**src/rtl/aei_pkg.sv**
```systemverilog
`default_nettype none
package aei_pkg;

  localparam int SAMPLE_BITS_DEF = 12;

  localparam int CFG_IDX_W  = 3;
  localparam int CFG_DATA_W = 24;

  localparam int ACC_W   = 24;
  localparam int SPD_W   = 32;
  localparam int DIST_W  = 40;
  localparam int COUNT_W = 16;
  localparam int PKT_W   = 8;

  localparam logic [CFG_IDX_W-1:0] REG_SMOOTHING   = 3'd0;
  localparam logic [CFG_IDX_W-1:0] REG_COUNTS_TO_G = 3'd1;
  localparam logic [CFG_IDX_W-1:0] REG_TIME_STEP   = 3'd2;
  localparam logic [CFG_IDX_W-1:0] REG_GRAVITY     = 3'd3;
  localparam logic [CFG_IDX_W-1:0] REG_CAL_PACKETS = 3'd4;
  localparam int                   REG_COUNT       = 5;

  localparam logic [15:0] SMOOTHING_RST   = 16'd6554;
  localparam logic [23:0] COUNTS_TO_G_RST = 24'd155151;
  localparam logic [15:0] TIME_STEP_RST   = 16'd1311;
  localparam logic [23:0] GRAVITY_RST     = 24'd642689;
  localparam logic [7:0]  CAL_PACKETS_RST = 8'd100;

  typedef struct packed {
    logic [15:0] smoothing;
    logic [23:0] counts_to_g;
    logic [15:0] time_step;
    logic [23:0] gravity;
    logic [7:0]  cal_packets;
  } aei_cfg_t;

endpackage
`default_nettype wire

```
**src/rtl/aei_ifs.sv**
```systemverilog
`default_nettype none
interface aei_in_if import aei_pkg::*; #(parameter int SAMPLE_BITS = SAMPLE_BITS_DEF);
  logic                   valid;
  logic                   ready;
  logic [SAMPLE_BITS-1:0] sample_x;
  logic [SAMPLE_BITS-1:0] sample_y;
  logic                   last_in_packet;
  modport source(output valid, sample_x, sample_y, last_in_packet, input ready);
  modport sink(input valid, sample_x, sample_y, last_in_packet, output ready);
endinterface

`default_nettype wire

```
**src/rtl/aei_front.sv**
```systemverilog
`default_nettype none
module aei_front import aei_pkg::*; #(
  parameter int SAMPLE_BITS = SAMPLE_BITS_DEF
) (
  input  wire logic                   clk,
  input  wire logic                   rst,
  aei_in_if.sink                      samples,
  output logic                        q_valid,
  input  wire logic                   q_pop,
  output logic [SAMPLE_BITS-1:0]      q_sx,
  output logic [SAMPLE_BITS-1:0]      q_sy,
  output logic                        q_last
);

  logic [SAMPLE_BITS-1:0] mem_x [2];
  logic [SAMPLE_BITS-1:0] mem_y [2];
  logic                   mem_l [2];
  logic                   wr_ptr;
  logic                   rd_ptr;
  logic [1:0]             count;
  logic                   push;

  assign samples.ready = (count != 2'd2);
  assign push          = samples.valid && samples.ready;
  assign q_valid       = (count != 2'd0);
  assign q_sx          = mem_x[rd_ptr];
  assign q_sy          = mem_y[rd_ptr];
  assign q_last        = mem_l[rd_ptr];

  always_ff @(posedge clk) begin
    if (push) begin
      mem_x[wr_ptr] <= samples.sample_x;
      mem_y[wr_ptr] <= samples.sample_y;
      mem_l[wr_ptr] <= samples.last_in_packet;
    end
  end

  always_ff @(posedge clk) begin
    if (rst) begin
      wr_ptr <= 1'b0;
      rd_ptr <= 1'b0;
      count  <= 2'd0;
    end else begin
      if (push) wr_ptr <= ~wr_ptr;
      if (q_pop) rd_ptr <= ~rd_ptr;
      if (push && !q_pop) count <= count + 2'd1;
      else if (!push && q_pop) count <= count - 2'd1;
    end
  end

endmodule
`default_nettype wire

```
**src/flat_wrapper.sv**
```systemverilog
// flat-port wrapper written by rule: the top's interface ports become plain ports
module aei_front_flat import aei_pkg::*;
#(
  parameter int SAMPLE_BITS = SAMPLE_BITS_DEF
)
  (clk, rst, q_valid, q_pop, q_sx, q_sy, q_last, samples_valid, samples_sample_x, samples_sample_y, samples_last_in_packet, samples_ready);
  aei_in_if #(.SAMPLE_BITS(SAMPLE_BITS)) samples_i ();
  input  wire logic clk;
  input  wire logic rst;
  output logic q_valid;
  input  wire logic q_pop;
  output logic [SAMPLE_BITS-1:0] q_sx;
  output logic [SAMPLE_BITS-1:0] q_sy;
  output logic q_last;
  input wire logic [$bits(samples_i.valid)-1:0] samples_valid;
  input wire logic [$bits(samples_i.sample_x)-1:0] samples_sample_x;
  input wire logic [$bits(samples_i.sample_y)-1:0] samples_sample_y;
  input wire logic [$bits(samples_i.last_in_packet)-1:0] samples_last_in_packet;
  output wire logic [$bits(samples_i.ready)-1:0] samples_ready;
  assign samples_i.valid = samples_valid;
  assign samples_i.sample_x = samples_sample_x;
  assign samples_i.sample_y = samples_sample_y;
  assign samples_i.last_in_packet = samples_last_in_packet;
  assign samples_ready = samples_i.ready;
  aei_front #(.SAMPLE_BITS(SAMPLE_BITS)) u_core (.clk(clk), .rst(rst), .samples(samples_i), .q_valid(q_valid), .q_pop(q_pop), .q_sx(q_sx), .q_sy(q_sy), .q_last(q_last));
endmodule
```
**config.mk**
```make
export PLATFORM = sky130hd
export DESIGN_NAME = aei_front_flat
export DESIGN_NICKNAME = d
export VERILOG_FILES = /design/src/rtl/aei_pkg.sv /design/src/rtl/aei_ifs.sv /design/src/rtl/aei_front.sv /design/src/flat_wrapper.sv
export SDC_FILE = /design/constraint.sdc
export NUM_CORES = 1
export LEC_CHECK = 0
export ABC_AREA = 0
export BUFFER_PORTS_ARGS = -buffer_cell sky130_fd_sc_hd__buf_2
export CAP_MARGIN = 10
export CORE_MARGIN = 1
export CORE_UTILIZATION = 25
export DETAILED_ROUTE_END_ITERATION = 6
export GPL_TIMING_DRIVEN = 0
export SETUP_SLACK_MARGIN = 0.02
export SLEW_MARGIN = 25
export SYNTH_ARGS = -nofsm -noshare
export SYNTH_HDL_FRONTEND = slang
export SYNTH_SLANG_ARGS = --single-unit
```
**constraint.sdc**
```tcl
create_clock -name clk -period 3.6 [get_ports clk]
set_input_delay 0.54 -clock clk [delete_from_list [all_inputs] [get_ports clk]]
set_output_delay 0.54 -clock clk [all_outputs]
set_load 0.01 [all_outputs]
```
### Yosys cells after proc, flatten, opt, wreduce, memory -nomap -nowiden

Memory sizes are Yosys's and may differ from the RTL's. A register that Yosys moved wholly into a read port is not among the register bits.
Cells that the tools add are included.

* register bits: 4
* RAM bits: 50
* bits of input ports: 29
* output and inout bits: 27
* logic and storage cells: 28
* memories kept: 3

* add/sub/neg operators: 2
* equal/unequal tests: 1
* muxes and demuxes: 10
* bitwise gates (word level): 2
* reductions and logical operators: 7

Memories
* u_core.mem_x: words 2, bits a word 12, read ports 1, clocked after Yosys merged registers in 1, write ports 1, RTL line aei_front.sv:15 `logic [SAMPLE_BITS-1:0] mem_x [2];`
* u_core.mem_y: words 2, bits a word 12, read ports 1, clocked after Yosys merged registers in 1, write ports 1, RTL line aei_front.sv:16 `logic [SAMPLE_BITS-1:0] mem_y [2];`
* u_core.mem_l: words 2, bits a word 1, read ports 1, clocked after Yosys merged registers in 1, write ports 1, RTL line aei_front.sv:17 `logic mem_l [2];`

Operators with widths (count)
* $mux 1: 8
* $mux 2: 2
* $reduce_bool 2->1: 2
* $logic_and 1x1->1: 3
* $add 2x1->2 const B: 1
* $logic_not 1->1: 2
* $ne 2x2->1 const B: 1
* $not 1->1: 2
* $sub 2x1->2 const B: 1

### Longest topological paths before layout

Gate-level depths: netlist (run 1).

* word-level depth: 6
* gate-level depth with buffers: 6
* gate-level depth less buffers: 6

### Worst setup path before layout (run 1)

No wires, ideal clock.

* path type: register to register
* start: register u_core.count[0]
* end: memory u_core.mem_l[1] (enable)
* library setup time: 0.384 ns
* arrival: 1.226 ns
* required time: 3.216 ns
* setup slack: 1.990 ns
* stages on the path, launching flop included: 3
* path buffers: 0
* clock period less this slack: 1.610 ns
* cells stage by stage: dfxtp_1 nand2b_4 and3_1

* word-level cells in the longest chain between the ends: 4

RTL lines
* from (decl): RTL line aei_front.sv:20 `logic [1:0] count;`
* from (signal assigned): RTL line aei_front.sv:46 `if (push && !q_pop) count <= count + 2'd1;`
* from (signal assigned): RTL line aei_front.sv:47 `else if (!push && q_pop) count <= count - 2'd1;`
* $ne 2x2->1: RTL line aei_front.sv:23 `assign samples.ready = (count != 2'd2);`
* net samples_ready: RTL line flat_wrapper.sv:19 `output wire logic [$bits(samples_i.ready)-1:0] samples_ready;`
* $logic_and 1x1->1: RTL line aei_front.sv:24 `assign push = samples.valid && samples.ready;`
* $mux 1: RTL line aei_front.sv:31 `if (push) begin`
* $mux 1 (implied by the code): RTL line aei_front.sv:34 `mem_l[wr_ptr] <= samples.last_in_packet;`
* to (decl): RTL line aei_front.sv:17

The timed path passes the listed nets, and every way through them passes these cells.

==> impl_metrics.ini, run 1 <==
[route]
drc = 0
routed_wl_mm = 3.410
antenna_left = 0
via_per_inst = 4.019
routed-via-count = 1073
wire_per_inst_um = 12.77
drt_pass1_iterations = 3
drt_iter0_drc = 21

[setup_path]
critical_path_buf_inv_count = 3
cp-end-kind = primary output
crit_path_top_delay_cell = mux2_2
cp.arrival_ps = 1540
crit_required_ps = 3060
cp_cell_sequence = buf_2 -> buf_4 -> mux2_2 -> buf_2
critPathKind = reg2out
max_stage_delay_ps = 360
path_max_fanout = 10
critPathTopFamily = buffers and inverters
crit_top_cell = buf_2
crit_path_start_kind = flip-flop

[clock_tree]
insertion_delay_ps = 300
cts_hold_buf = 0
cts-root-buf = clkbuf_8
clock_path_buffers = 2
numCtsBuffers = 5
cts_resized = 0
cts_tree = built
cts.sinks = 55
postCtsSetupBuffers = 0
cts.reportedPaths.clkPinSlew_ps = 100
cts-htree-levels = 2

[yosys]
synth_cell_types = 19
netlist_instances = 102
yosysWarnings = 0
synth_area_leaders = edfxtp_1, mux2_2, dfxtp_1
synth.top_cell.area_share = 0.7389
synth_area_leader_cell = edfxtp_1
ys_ff_latch = 55
avgSynthCellArea_um2 = 19.92
synth_seq_area_share = 0.7882
syn_nets = 132
netlist_area_um2 = 2032

[final_layout]
layout_common_cells = buf_2, edfxtp_1, mux2_2, dfxtp_1, clkbuf_8
n_antenna_cell = 0
drive_gt1_frac = 0.5758
area_growth_pct = 24.26
design_area_um2 = 2525
fin_nets = 194
layout_commonest_cell = buf_2
stdcell_count = 267

[power_and_ir_drop]
powerDensity_nw_per_um2 = 532.0
leakage_nw = 0.9404
vdd_drop_max_v = 0.0001462

[global_routing]
overflow = 0
track_usage = 0.08552
grt_max_degree = 26
grt_pass1_vias = 1081
grt_pass1_wl_mm = 5.278
antenna_found_initial = 0

[placement]
dp_slack_ps = 1832
dp_hpwl_mm = 2.275
placed_area_um2 = 2436
port_buffers = 55
dp_cells = 259
gp_congestion = 0.6528

[timing]
fmax_mhz = 479.9
slew_viol_final = 0
finClkSkew_ps = 4.524
rsz0062_at_grt = false
fin_crit_ps = 2084
fin_ws_ps = 1516
finalHoldViolations = 0
timing.final.crit_share = 0.5788
finalSetupTns_ps = 0
setup_viol = 0
maxSlewHeadroom = 0.5657
hold_ws_ps = 419.1
tightest_slew_ps = 651.4

[die]
start_util = 0.2603
die_area_um2 = 8493
ios = 56
rows = 32
die-height_um = 92.16
die_w_um = 92.16
core-area_um2 = 7807

[job]
cap_violations = 0

[min_path]
hold_path.class = in2reg

[outcome]
status = finished, final reports clean
[worst register-to-register path: cells and delay by family, from the launching register on]
| family | cells | cell delay [ps] |
|---|---|---|
| DFF | 1 | 400 |
| and+or+nand+nor | 2 | 780 |
[state kept, by name, summed over array words and instances, names as in the netlist, named ones only]
register / count
u_core.count: 2
u_core.mem_l: 2
u_core.mem_x: 24
u_core.mem_y: 24
u_core.rd_ptr: 1
u_core.wr_ptr: 1
[stage by stage]
step / power [mW] / util
2_1_floorplan: 0.9416 / -
3_3_place_gp: 1.032 / 0.3119
3_5_place_dp: 1.038 / 0.3120
4_1_cts: 1.374 / 0.3234
5_1_grt: 1.421 / 0.3234
6_report: 1.343 / 0.3234
[power by group]
group / internal [mW] / switching (mW) / leakage [nW]
logic: 0.106 / 0.120 / 0.390
registers: 0.771 / 0.0180 / 0.508
clock network: 0.136 / 0.193 / 0.0418
[area by class of cell]
class / count / area [µm²]
Clock inverter: 3 / 20.02
Inverter: 2 / 7.507
Clock buffer: 5 / 68.82
Buffer: 3 / 20.02
Timing Repair Buffer: 55 / 275.3
Tap cell: 102 / 127.6
Fill cell: 794 / 5283
Multi-Input combinational cell: 42 / 404.1
Sequential cell: 55 / 1602
[Yosys cell counts]
master	instances
dfxtp_1	5
buf_2	1
buf_4	2
xor2_1	2
xnor2_1	1
and2_1	1
a21bo_2	1
nand2b_4	1
and3_1	1
a21oi_1	2
nand3b_1	1
edfxtp_1	50
o21ai_0	1
inv_1	2
mux2_2	25
or2_2	1
ha_1	1
or3_1	1
nor2_1	3
[path summary, 6_finish.rpt]
check | from | endpoint | slack, ps | cells past startpoint
setup / recovery | flip-flop | q_sy[3] | 1520 | 4
hold / removal | samples_sample_y[3] | u_core.mem_y[1][3] | 420 | 1
setup reg to reg | u_core.count[0] | u_core.mem_x[1][8] | 2040 | 2
hold reg to reg | u_core.rd_ptr | u_core.rd_ptr | 540 | 2
[metal layers]
layer  routed length, µm  GRT usage  up-vias
met3                 196    0.03317        5
li1                    -          -      512
met5                   0          0        -
met1                1478    0.09800      521
met4                  39    0.02734        0
met2                1697     0.1461       35
[cell families after synthesis]
group / synth area share
compound gates: 0.01231
xor+xnor: 0.01293
fa+ha+maj: 0.006157
buf+inv: 0.01354
flops: 0.7882
mux: 0.1385
simple gates: 0.02833
Power figures use the tool's default switching activity.
==> inputs of run 2 (changes only) <==
==> constraint.sdc (replaced) <==
create_clock -name clk -period 1.9 [get_ports clk]
set_input_delay 0.285 -clock clk [delete_from_list [all_inputs] [get_ports clk]]
set_output_delay 0.285 -clock clk [all_outputs]
set_load 0.01 [all_outputs]
==> run 2 against run 1 <==
Compared with the run above:
- clock skew increased by 0.87 ps
- critical path type unchanged
- critical path depth unchanged
- combinational power grew 92%
- count of clock-buffer cells in the layout did not move
- worst hold slack worse by 260 ps
==> impl_metrics.ini, run 2 (synthesis gave the netlist of run 1 again) <==
[route]
drt_pass1_iterations = 4
drc = 0
via_per_inst = 4.011
routed-via-count = 1071
drt_iter0_drc = 19
routed_wl_mm = 3.398
wire_per_inst_um = 12.73
antenna_left = 0

[clock_tree]
cts-root-buf = clkbuf_8
cts_resized = 0
cts_tree = built
numCtsBuffers = 5
cts-htree-levels = 2
clock_path_buffers = 2
insertion_delay_ps = 300
cts.reportedPaths.clkPinSlew_ps = 100
postCtsSetupBuffers = 0
cts.sinks = 55
cts_hold_buf = 0

[final_layout]
layout_common_cells = buf_2, edfxtp_1, mux2_2, dfxtp_1, clkbuf_8
n_antenna_cell = 0
drive_gt1_frac = 0.5758
layout_commonest_cell = buf_2
fillers = 793
stdcell_count = 267
design_area_um2 = 2532
reg_top3 = u_core.mem_x x24, u_core.mem_y x24
area_growth_pct = 24.63
fin_nets = 194
finish.utilization = 0.3244

[global_routing]
grt_pass1_wl_mm = 5.278
overflow = 0
track_usage = 0.08552
antenna_found_initial = 0
grt_max_degree = 26
grt_pass1_vias = 1081

[power_and_ir_drop]
p_sw_uw = 626.4
intPower_mw = 1.922
seqPwrFrac = 0.587
powerDensity_nw_per_um2 = 1006
p_sw_frac = 0.2457
leakage_nw = 0.9424
p_total_mw = 2.549
p_clk_frac = 0.244
vdd_drop_max_v = 0.0002769
comb_power_share = 0.169

[die]
rows = 32
die-height_um = 92.16
core-area_um2 = 7807
start_util = 0.2603
ios = 56
die_w_um = 92.16
die_area_um2 = 8493

[timing]
tightest_slew_ps = 650.5
slew_viol_final = 0
finalHoldViolations = 0
setup_viol = 0
maxSlewHeadroom = 0.5663
hold_ws_ps = 163.1
rsz0062_at_grt = false
fin_crit_ps = 1787
fin_ws_ps = 112.7
finClkSkew_ps = 5.390
finalSetupTns_ps = 0
fmax_mhz = 559.5
timing.final.crit_share = 0.9407

[placement]
dp_cells = 259
dp_hpwl_mm = 2.275
gp_congestion = 0.6528
dp_slack_ps = 275.3
port_buffers = 55
placed_area_um2 = 2436

[setup_path]
critPathKind = reg2out
cp.arrival_ps = 1500
path_max_fanout = 10
crit_required_ps = 1620
crit_path_start_kind = flip-flop
cp-end-kind = primary output

[min_path]
hold_path.class = in2reg

[outcome]
status = finished, final reports clean

[job]
cap_violations = 0
## run 2: power groups by stage
| stage | clock, mW | sequential (mW) | combinational, mW |
|---|---|---|---|
| after detailed placement | 0 | 1.53 | 0.440 |
| after global routing | 0.711 | 1.51 | 0.476 |
| final | 0.623 | 1.50 | 0.431 |
| after floorplan | 0 | 1.52 | 0.268 |
| after CTS | 0.663 | 1.50 | 0.442 |
| after global placement | 0 | 1.52 | 0.433 |
## run 2: cell type report
type                       count  area, µm²  share of cell area
buffer                         3      27.53             0.01087
clock buffer                   5      68.82             0.02717
clock inverter                 3      20.02            0.007905
inverter                       2      7.507            0.002964
multi-input combinational     42      404.1              0.1596
sequential                    55       1602              0.6324
tap                          102      127.6             0.05040
timing repair buffer          55      275.3              0.1087
## run 2: worst paths after layout
kind                              to                 from  slack [ps]  cells past startpoint
hold / removal    u_core.mem_y[1][3]  samples_sample_y[3]         160                      1
setup / recovery              q_last            flip-flop         110                      4
setup reg to reg  u_core.mem_x[1][8]      u_core.count[0]         340                      2
hold reg to reg        u_core.rd_ptr        u_core.rd_ptr         540                      2
## run 2: worst max-delay path, cell delays in order, from the launching register on
cell	delay, ps
dfxtp_1	310
buf_2	210
buf_6	190
mux2_2	350
buf_2	140
## run 2: layer usage
| metal | part of all wire | up-vias | track usage |
|---|---|---|---|
| met5 | 0 | - | 0 |
| met4 | 0.011 | 0 | 0.02734 |
| met3 | 0.058 | 5 | 0.03317 |
| met2 | 0.51 | 35 | 0.1461 |
| met1 | 0.42 | 520 | 0.09800 |
| li1 | - | 511 | - |
